## config.mk

```make
export PLATFORM = sky130hd
export DESIGN_NAME = branch_outcome_queue_top
export DESIGN_NICKNAME = d
export VERILOG_FILES = /design/src/hw/rtl/boq_pkg.sv /design/src/hw/rtl/branch_outcome_queue_top.sv /design/src/hw/rtl/boq_ram.sv /design/src/hw/rtl/boq_core.sv
export SDC_FILE = /design/constraint.sdc
export NUM_CORES = 1
export LEC_CHECK = 0
export BUFFER_PORTS_ARGS = -buffer_cell sky130_fd_sc_hd__buf_2
export CAP_MARGIN = 20
export CORE_MARGIN = 8
export CORE_UTILIZATION = 35
export CTS_CLUSTER_DIAMETER = 200
export DETAILED_ROUTE_END_ITERATION = 10
export PLACE_DENSITY = 0.49
export SKIP_CTS_REPAIR_TIMING = 1
export SKIP_LAST_GASP = 1
export SYNTH_ARGS = -nofsm -noshare
export SYNTH_HDL_FRONTEND = slang
export SYNTH_SLANG_ARGS = --single-unit
```

## constraint.sdc

```tcl
create_clock -name clk -period 4.2 [get_ports clk]
set_input_delay 0.84 -clock clk [delete_from_list [all_inputs] [get_ports clk]]
set_output_delay 0.84 -clock clk [all_outputs]
set_load 0.03 [all_outputs]
```

## src/hw/rtl/boq_pkg.sv

```systemverilog
// Shared constants, codes and types for the branch outcome queue.
package boq_pkg;

  localparam int DEPTH = 64;
  localparam int PTR_W = $clog2(DEPTH);
  localparam int CNT_W = $clog2(DEPTH + 1);
  localparam int LIM_W = 7;
  localparam int CMP_W = (CNT_W > LIM_W) ? CNT_W : LIM_W;

  localparam int FUNC_W = 3;
  localparam int PICK_W = 6;
  localparam int SLOT_W = 6;
  localparam int ERR_W  = 2;
  localparam int FILL_W = 7;
  localparam int CFG_IDX_W = 1;

  typedef enum logic [FUNC_W-1:0] {
    FUNC_PUSH    = 3'd0,
    FUNC_POP     = 3'd1,
    FUNC_COMMIT  = 3'd2,
    FUNC_RECOVER = 3'd3,
    FUNC_FLUSH   = 3'd4
  } func_t;

  typedef enum logic [ERR_W-1:0] {
    ERR_NONE  = 2'd0,
    ERR_FULL  = 2'd1,
    ERR_EMPTY = 2'd2,
    ERR_ORDER = 2'd3
  } err_t;

  typedef enum logic [CFG_IDX_W-1:0] {
    CFG_SIZE_LIMIT     = 1'b0,
    CFG_INDIRECT_LIMIT = 1'b1
  } cfg_idx_t;

  localparam logic [LIM_W-1:0] SIZE_LIMIT_RST     = 7'd64;
  localparam logic [LIM_W-1:0] INDIRECT_LIMIT_RST = 7'd16;

  typedef struct packed {
    logic [LIM_W-1:0] size_limit;
    logic [LIM_W-1:0] indirect_limit;
  } limits_t;

  // count >= limit, both zero extended
  function automatic logic cnt_ge_lim(input logic [CNT_W-1:0] cnt,
                                      input logic [LIM_W-1:0] lim);
    return CMP_W'(cnt) >= CMP_W'(lim);
  endfunction

  function automatic logic [PTR_W-1:0] next_slot(input logic [PTR_W-1:0] s);
    return (s == PTR_W'(DEPTH - 1)) ? '0 : s + PTR_W'(1);
  endfunction

endpackage

```

## src/hw/rtl/branch_outcome_queue_top.sv

```systemverilog
// A transaction is captured at acceptance, runs in the execute state, and its result is registered.
// No transaction is accepted while busy is high; busy is high for the execute cycle, which
//   waits on the registered read of the per-slot indirect flag RAM.
// Results cannot be stalled; out_valid is a one-cycle strobe.
// Reset (rst_n low, synchronous): pointers and counts cleared, limits back to 64 and 16.
//   The flag RAM is not cleared; a slot's flag is read at each acceptance but used only once a push wrote it.
module branch_outcome_queue_top import boq_pkg::*; (
  input  logic                 clk,
  input  logic                 rst_n,
  input  logic                 start,
  output logic                 busy,
  input  logic [FUNC_W-1:0]    in_func,
  input  logic                 in_is_indirect,
  input  logic [PICK_W-1:0]    in_slot_pick,
  input  logic                 in_slot_is_sync,
  output logic                 out_valid,
  output logic                 out_accepted,
  output logic [SLOT_W-1:0]    out_slot_index,
  output logic [ERR_W-1:0]     out_error_code,
  output logic [FILL_W-1:0]    out_fill_count,
  output logic                 out_not_ready,
  input  logic                 cfg_we,
  input  logic [CFG_IDX_W-1:0] cfg_index,
  input  logic [LIM_W-1:0]     cfg_wdata
);

  limits_t          limits_r;
  logic             ram_we;
  logic [PTR_W-1:0] ram_waddr;
  logic             ram_wdata;
  logic             ram_re;
  logic [PTR_W-1:0] ram_raddr;
  logic             ram_rdata;

  always_ff @(posedge clk) begin
    if (!rst_n) begin
      limits_r.size_limit     <= SIZE_LIMIT_RST;
      limits_r.indirect_limit <= INDIRECT_LIMIT_RST;
    end else if (cfg_we) begin
      unique case (cfg_idx_t'(cfg_index))
        CFG_SIZE_LIMIT:     limits_r.size_limit     <= cfg_wdata;
        CFG_INDIRECT_LIMIT: limits_r.indirect_limit <= cfg_wdata;
        default: begin
        end
      endcase
    end
  end

  boq_core u_core (
    .clk             (clk),
    .rst_n           (rst_n),
    .limits          (limits_r),
    .start           (start),
    .busy            (busy),
    .in_func         (in_func),
    .in_is_indirect  (in_is_indirect),
    .in_slot_pick    (in_slot_pick),
    .in_slot_is_sync (in_slot_is_sync),
    .ram_we          (ram_we),
    .ram_waddr       (ram_waddr),
    .ram_wdata       (ram_wdata),
    .ram_re          (ram_re),
    .ram_raddr       (ram_raddr),
    .ram_rdata       (ram_rdata),
    .out_valid       (out_valid),
    .out_accepted    (out_accepted),
    .out_slot_index  (out_slot_index),
    .out_error_code  (out_error_code),
    .out_fill_count  (out_fill_count),
    .out_not_ready   (out_not_ready)
  );

  boq_ram #(
    .WIDTH (1),
    .DEPTH (DEPTH)
  ) u_flag_ram (
    .clk   (clk),
    .we    (ram_we),
    .waddr (ram_waddr),
    .wdata (ram_wdata),
    .re    (ram_re),
    .raddr (ram_raddr),
    .rdata (ram_rdata)
  );

endmodule

```

## src/hw/rtl/boq_ram.sv

```systemverilog
// Generic single-write, single-read RAM with registered read data.
module boq_ram #(
  parameter int WIDTH = 1,
  parameter int DEPTH = 64
) (
  input  logic                     clk,
  input  logic                     we,
  input  logic [$clog2(DEPTH)-1:0] waddr,
  input  logic [WIDTH-1:0]         wdata,
  input  logic                     re,
  input  logic [$clog2(DEPTH)-1:0] raddr,
  output logic [WIDTH-1:0]         rdata
);

  logic [WIDTH-1:0] mem [DEPTH];

  always_ff @(posedge clk) begin
    if (we) begin
      mem[waddr] <= wdata;
    end
    if (re) begin
      rdata <= mem[raddr];
    end
  end

endmodule

```

## src/hw/rtl/boq_core.sv

```systemverilog
// Pointer/count state, operation sequencer and result registers.
module boq_core import boq_pkg::*; (
  input  logic              clk,
  input  logic              rst_n,
  input  limits_t           limits,
  input  logic              start,
  output logic              busy,
  input  logic [FUNC_W-1:0] in_func,
  input  logic              in_is_indirect,
  input  logic [PICK_W-1:0] in_slot_pick,
  input  logic              in_slot_is_sync,
  output logic              ram_we,
  output logic [PTR_W-1:0]  ram_waddr,
  output logic              ram_wdata,
  output logic              ram_re,
  output logic [PTR_W-1:0]  ram_raddr,
  input  logic              ram_rdata,
  output logic              out_valid,
  output logic              out_accepted,
  output logic [SLOT_W-1:0] out_slot_index,
  output logic [ERR_W-1:0]  out_error_code,
  output logic [FILL_W-1:0] out_fill_count,
  output logic              out_not_ready
);

  typedef enum logic [1:0] {
    ST_IDLE = 2'b01,
    ST_EXEC = 2'b10
  } state_t;

  localparam logic [PTR_W:0] DEPTH_X = (PTR_W + 1)'(DEPTH);
  localparam logic [CNT_W:0] DEPTH_C = (CNT_W + 1)'(DEPTH);

  state_t state_r, state_nxt;

  logic [FUNC_W-1:0] op_func_r;
  logic              op_ind_r;
  logic [PTR_W-1:0]  op_pick_r;
  logic              op_sync_r;

  logic [PTR_W-1:0] tail_r, tail_nxt;
  logic [PTR_W-1:0] rhead_r, rhead_nxt;
  logic [PTR_W-1:0] chead_r, chead_nxt;
  logic [CNT_W-1:0] unread_r, unread_nxt;
  logic [CNT_W-1:0] total_r, total_nxt;
  logic [CNT_W-1:0] ind_cnt_r, ind_cnt_nxt;

  logic              valid_r;
  logic              acc_r, acc_nxt;
  logic [PTR_W-1:0]  slot_r, slot_nxt;
  err_t              err_r, err_nxt;
  logic [CNT_W-1:0]  fill_r;
  logic              nrdy_r, nrdy_nxt;

  logic              accept;
  logic              exec;
  logic [PTR_W-1:0]  target;
  logic [PTR_W:0]    diff;
  logic [PTR_W-1:0]  steps;
  logic [CNT_W:0]    unread_sum;

  assign accept = start && (state_r == ST_IDLE);
  assign exec   = (state_r == ST_EXEC);
  assign busy   = exec;

  // Slot flag lookup is issued at acceptance; only a commit of the head uses it.
  assign ram_re    = accept;
  assign ram_raddr = chead_r;

  // Recover: walk-back distance from the read head to the slot after the pick
  assign target     = next_slot(op_pick_r);
  assign diff       = {1'b0, rhead_r} - {1'b0, target};
  assign steps      = diff[PTR_W] ? PTR_W'(diff + DEPTH_X) : diff[PTR_W-1:0];
  assign unread_sum = {1'b0, unread_r} + (CNT_W + 1)'(steps);

  always_comb begin
    state_nxt   = state_r;
    tail_nxt    = tail_r;
    rhead_nxt   = rhead_r;
    chead_nxt   = chead_r;
    unread_nxt  = unread_r;
    total_nxt   = total_r;
    ind_cnt_nxt = ind_cnt_r;
    acc_nxt     = 1'b0;
    slot_nxt    = '0;
    err_nxt     = ERR_NONE;
    ram_we      = 1'b0;
    ram_waddr   = tail_r;
    ram_wdata   = op_ind_r;

    unique case (state_r)
      ST_IDLE: begin
        if (start) begin
          state_nxt = ST_EXEC;
        end
      end
      ST_EXEC: begin
        state_nxt = ST_IDLE;
        case (op_func_r)
          FUNC_PUSH: begin
            if (cnt_ge_lim(total_r, limits.size_limit) ||
                (total_r >= CNT_W'(DEPTH))) begin
              err_nxt = ERR_FULL;
            end else begin
              slot_nxt  = tail_r;
              ram_we    = 1'b1;
              if (unread_r < CNT_W'(DEPTH)) begin
                unread_nxt = unread_r + CNT_W'(1);
              end
              total_nxt = total_r + CNT_W'(1);
              if (op_ind_r) begin
                ind_cnt_nxt = ind_cnt_r + CNT_W'(1);
              end
              tail_nxt  = next_slot(tail_r);
              acc_nxt   = 1'b1;
            end
          end
          FUNC_POP: begin
            if (unread_r == '0) begin
              err_nxt = ERR_EMPTY;
            end else begin
              slot_nxt   = rhead_r;
              unread_nxt = unread_r - CNT_W'(1);
              rhead_nxt  = next_slot(rhead_r);
              acc_nxt    = 1'b1;
            end
          end
          FUNC_COMMIT: begin
            if (op_pick_r != chead_r) begin
              // barrier/lock slots may be named early; ignored quietly
              if (!op_sync_r) begin
                err_nxt = ERR_ORDER;
              end
            end else if (total_r == '0) begin
              err_nxt = ERR_ORDER;
            end else begin
              if (ram_rdata && (ind_cnt_r != '0)) begin
                ind_cnt_nxt = ind_cnt_r - CNT_W'(1);
              end
              chead_nxt = next_slot(chead_r);
              total_nxt = total_r - CNT_W'(1);
              acc_nxt   = 1'b1;
            end
          end
          FUNC_RECOVER: begin
            unread_nxt = (unread_sum > DEPTH_C) ? CNT_W'(DEPTH) : unread_sum[CNT_W-1:0];
            rhead_nxt  = target;
            acc_nxt    = 1'b1;
          end
          FUNC_FLUSH: begin
            tail_nxt    = '0;
            rhead_nxt   = '0;
            chead_nxt   = '0;
            unread_nxt  = '0;
            total_nxt   = '0;
            ind_cnt_nxt = '0;
            acc_nxt     = 1'b1;
          end
          default: begin
          end
        endcase
      end
      default: begin
        state_nxt = ST_IDLE;
      end
    endcase

    nrdy_nxt = cnt_ge_lim(total_nxt, limits.size_limit) ||
               cnt_ge_lim(ind_cnt_nxt, limits.indirect_limit);
  end

  always_ff @(posedge clk) begin
    if (!rst_n) begin
      state_r   <= ST_IDLE;
      tail_r    <= '0;
      rhead_r   <= '0;
      chead_r   <= '0;
      unread_r  <= '0;
      total_r   <= '0;
      ind_cnt_r <= '0;
      valid_r   <= 1'b0;
    end else begin
      state_r   <= state_nxt;
      tail_r    <= tail_nxt;
      rhead_r   <= rhead_nxt;
      chead_r   <= chead_nxt;
      unread_r  <= unread_nxt;
      total_r   <= total_nxt;
      ind_cnt_r <= ind_cnt_nxt;
      valid_r   <= exec;
    end
  end

  always_ff @(posedge clk) begin
    if (accept) begin
      op_func_r <= in_func;
      op_ind_r  <= in_is_indirect;
      op_pick_r <= PTR_W'(in_slot_pick);
      op_sync_r <= in_slot_is_sync;
    end
    if (exec) begin
      acc_r  <= acc_nxt;
      slot_r <= slot_nxt;
      err_r  <= err_nxt;
      fill_r <= total_nxt;
      nrdy_r <= nrdy_nxt;
    end
  end

  assign out_valid      = valid_r;
  assign out_accepted   = acc_r;
  assign out_slot_index = SLOT_W'(slot_r);
  assign out_error_code = err_r;
  assign out_fill_count = FILL_W'(fill_r);
  assign out_not_ready  = nrdy_r;

endmodule

```

==> impl_metrics.py <==
metrics = {
    "outcome": {
        "run_status": "finished, final reports clean",
    },
    "timing": {
        "finalSetupTns_ps": 0,
        "worstMarginPinSlew_ps": 653,
        "setup_ws_ps": 419,
        "finalHoldViolCount": 0,
        "setup_viol": 0,
        "slew_violations": 0,
        "fin_skew_ps": 11.9,
        "fin_crit_sh_pct": 90.0,
        "slew_headroom_pct": 56.3,
        "rsz0062_at_grt": "no",
        "max_freq_ghz": 0.264,
        "min_period_ps": 3780,
    },
    "layout": {
        "final_core_util_pct": 40.4,
        "diodes": 0,
        "multi_input_area_sq_um": 4180,
        "fin_area_sq_um": 9510,
        "area_growth_syn_to_layout_pct": 12.9,
        "nFillCells": 2382,
        "drive_gt1_share_pct": 14.6,
        "final_nets": 938,
        "seqCellArea_sq_um": 3910,
    },
    "grt": {
        "first_global_vias": 6184,
        "overflow": 0,
        "grt_pass1_wl_mm": 35.0,
        "track_usage_pct": 15.4,
        "antenna_found_initial": 0,
        "grt_max_degree": 65,
    },
    "drt": {
        "vias_per_cell": 5.28,
        "vias": 6319,
        "drt-total-wl_mm": 22.0,
        "drc": 0,
        "dr.pass1.iters": 5,
        "postRouteAntennaNets": 0,
        "drt-initial-drc-count": 535,
        "routedWlPerCell_microns": 18.4,
    },
    "yosys": {
        "synthFlopType": "edfxtp_1",
        "synthTopCellsByCount": "nor2_1, edfxtp_1, dfxtp_1",
        "synth_top_area_share_pct": 33.1,
        "syn_nets": 905,
        "ys_types": 75,
        "yosys.cell_count.top_type": "nor2_1",
        "synth_edf_count": 93,
        "synth_top_area_cell": "edfxtp_1",
        "synth_cells": 831,
        "synth_warnings": 0,
        "async_flop_share_pct": 0,
        "synth_area_sq_um": 8430,
        "avgSynthCellArea_sq_um": 10.1,
        "synth_seq_cells": 149,
        "ys_seq_area_share_pct": 46.4,
        "synth.top_cells.by_area": "edfxtp_1, dfxtp_1, ha_1",
    },
    "placed_design": {
        "place.gp.congestion": 0.821,
        "preCtsSetupSlack_ps": 319,
        "place_area_sq_um": 8940,
        "port_buffers": 41,
        "dp_hpwl_mm": 15.1,
    },
    "worst_setup_path": {
        "r2r_slack_ps": 420,
        "start_kind": "flip-flop",
        "rr_startpoint": "u_core.op_pick_r[0]",
        "path_max_fanout": 5,
        "cp_cell_sequence": "ha_1 > nand3_1 > nor2_1 > nor2_1 > ha_1 > inv_1 > fa_1 > xor2_1 > ha_1 > o21ai_1 > o21bai_1 > a2111oi_1 > nand4_1 > nand3_1 > nand3_1 > o32ai_1",
        "critPathKind": "reg -> reg",
        "reg2reg_depth": 16,
        "cp.required_ps": 4540,
        "cp_slowest_cell": "edfxtp_1",
        "worst_path_largest_cell_delay_ps": 460,
        "crit_arrival_ps": 4120,
        "r2r-end": "u_core.unread_r[1]",
        "critPathCaptureType": "flip-flop",
    },
    "floorplan": {
        "num_rows": 56,
        "initial_utilization_pct": 35.8,
        "io_pins": 42,
        "fp.dieArea_sq_um": 29300,
        "core_sq_um": 23500,
        "die_x_microns": 171,
        "die_h_microns": 171,
    },
    "hold_path": {
        "worstHoldEndpoint": "limits_r[2]",
        "min_path_type": "reg -> reg",
        "min_path_cells": 2,
        "holdCritStartpoint": "limits_r[2]",
    },
    "power_and_ir_drop": {
        "powerDensity_nw_per_um2": 346,
        "clockPowerShare_pct": 44.7,
        "p_switching_uw": 812,
        "total_power_uw": 3290,
        "p_comb_share_pct": 6.9,
        "swShare_pct": 24.7,
        "power.internal_uw": 2480,
        "seq_power_share_pct": 48.4,
        "vdd_drop_max_mv": 0.176,
        "p_leak_uw": 0.00334,
    },
    "clock_tree": {
        "cts_tree": "done",
        "cts_buffers": 17,
        "clk_pin_slew_ps": 70,
        "cts.path.max_buffers": 2,
        "clock_sinks": 149,
        "ctsRootBufferMaster": "clkbuf_16",
        "h-tree-depth": 4,
        "insertion_delay_ps": 430,
    },
    "flow_run": {
        "drv_cap": 0,
    },
}
[registers in the layout (all words and copies together), names as in the netlist]
register	flops
u_core.rhead_r	6
u_core.op_func_r	3
u_flag_ram.mem	64
u_core.unread_r	7
u_core.ind_cnt_r	7
u_core.out_error_code	2
u_core.out_slot_index	6
u_core.out_valid	1
u_core.out_not_ready	1
u_core.out_fill_count	7
u_core.total_r	7
u_core.ram_wdata	1
u_core.out_accepted	1
u_core.ram_waddr	6
u_core.state_r	2
u_flag_ram.rdata	1
limits_r	14
u_core.op_pick_r	6
u_core.ram_raddr	6
u_core.op_sync_r	1
[area by class of cell]
cell class	count	area share, %
well taps	319	4.20
clock buffers	18	4.51
inverters	40	1.58
multi-input cells	600	43.9
clock inverters	14	1.34
flip-flops and latches	149	41.1
repair buffers	56	3.34
[logic make-up (layout without fill, tap and decap cells)]
kind of cell | count (synthesis) | after routing | synth area share, %
simple gates | 321 | 321 | 18.5
compound gates | 168 | 168 | 13.2
flops | 149 | 149 | 46.4
buf+inv | 82 | 128 | 4.16
fa+ha+maj | 51 | 51 | 7.84
mux | 36 | 36 | 7.42
xor+xnor | 24 | 24 | 2.49
[through the flow]
stage | hold slack [ps] | cells
CTS | 460 | 1196
global route | 477 | 1196
detailed placement | 451 | 1164
floorplan | 435 | 831
finish | 454 | 1196
global placement | 444 | 1164
[layout by cell type, fill, tap and decap left out, types with 4 or more instances in the layout]
cell | synthesis | layout
nor2_1 | 132 | 132
edfxtp_1 | 93 | 93
dfxtp_1 | 56 | 56
nand2_1 | 54 | 54
ha_1 | 48 | 48
o21ai_0 | 45 | 44
buf_2 | 7 | 41
inv_1 | 38 | 38
a21oi_1 | 38 | 38
nand3_1 | 29 | 29
mux4_2 | 21 | 21
xnor2_1 | 19 | 19
and2_1 | 18 | 18
clkbuf_16 | 0 | 17
buf_4 | 1 | 15
nand4_1 | 13 | 13
mux2i_1 | 13 | 13
nor3_1 | 12 | 12
or3_1 | 11 | 11
nand2b_1 | 10 | 10
a21o_1 | 8 | 8
a211oi_1 | 8 | 7
a31oi_1 | 7 | 7
nand3b_1 | 7 | 7
nor2b_1 | 7 | 7
a22o_1 | 6 | 6
a22oi_1 | 5 | 5
xor2_1 | 5 | 5
o32ai_1 | 5 | 5
o211ai_1 | 4 | 4
nor4_1 | 4 | 4
o2111ai_1 | 4 | 4
and3_1 | 4 | 4
a21boi_0 | 4 | 4
inv_6 | 0 | 4
[critical path, delay by kind of cell (launching register included)]
kind | cells | cell delay, ps
AO/OA/AOI/OAI | 4 | 1010
AND/OR/NAND/NOR | 6 | 780
flip-flops | 1 | 460
XOR/XNOR | 1 | 190
adder cells (fa/ha/maj) | 4 | 1210
buffers and inverters | 1 | 60
[worst max path at each step]
| stage | start | end | slack (ps) |
|---|---|---|---|
| after global placement | u_core.op_pick_r[0] | u_core.unread_r[1] | 490 |
| after floorplan | u_core.op_pick_r[0] | u_core.unread_r[1] | 790 |
| after CTS | u_core.op_pick_r[0] | u_core.unread_r[1] | 320 |
| after detailed placement | u_core.op_pick_r[0] | u_core.unread_r[1] | 320 |
| final | u_core.op_pick_r[0] | u_core.unread_r[1] | 420 |
| after global routing | u_core.op_pick_r[0] | u_core.unread_r[1] | 9 |
[routing by layer]
| metal | up-vias | GRT usage, % | part of all wire, % |
|---|---|---|---|
| met1 | 3061 | 21.6 | 49 |
| met4 | 0 | 4.69 | 1.5 |
| li1 | 3098 | - | - |
| met3 | 20 | 2.80 | 4.4 |
| met2 | 140 | 23.8 | 45 |
| met5 | - | 0 | 0 |
[power by group through the flow]
stage	Clock [uW]	Combinational, uW	Sequential [uW]
after CTS	1520	226	1590
after detailed placement	0	225	1630
after floorplan	0	156	1620
after global routing	1560	254	1600
final	1470	227	1590
after global placement	0	225	1630
Note: power is estimated with default switching activity, not from simulation.
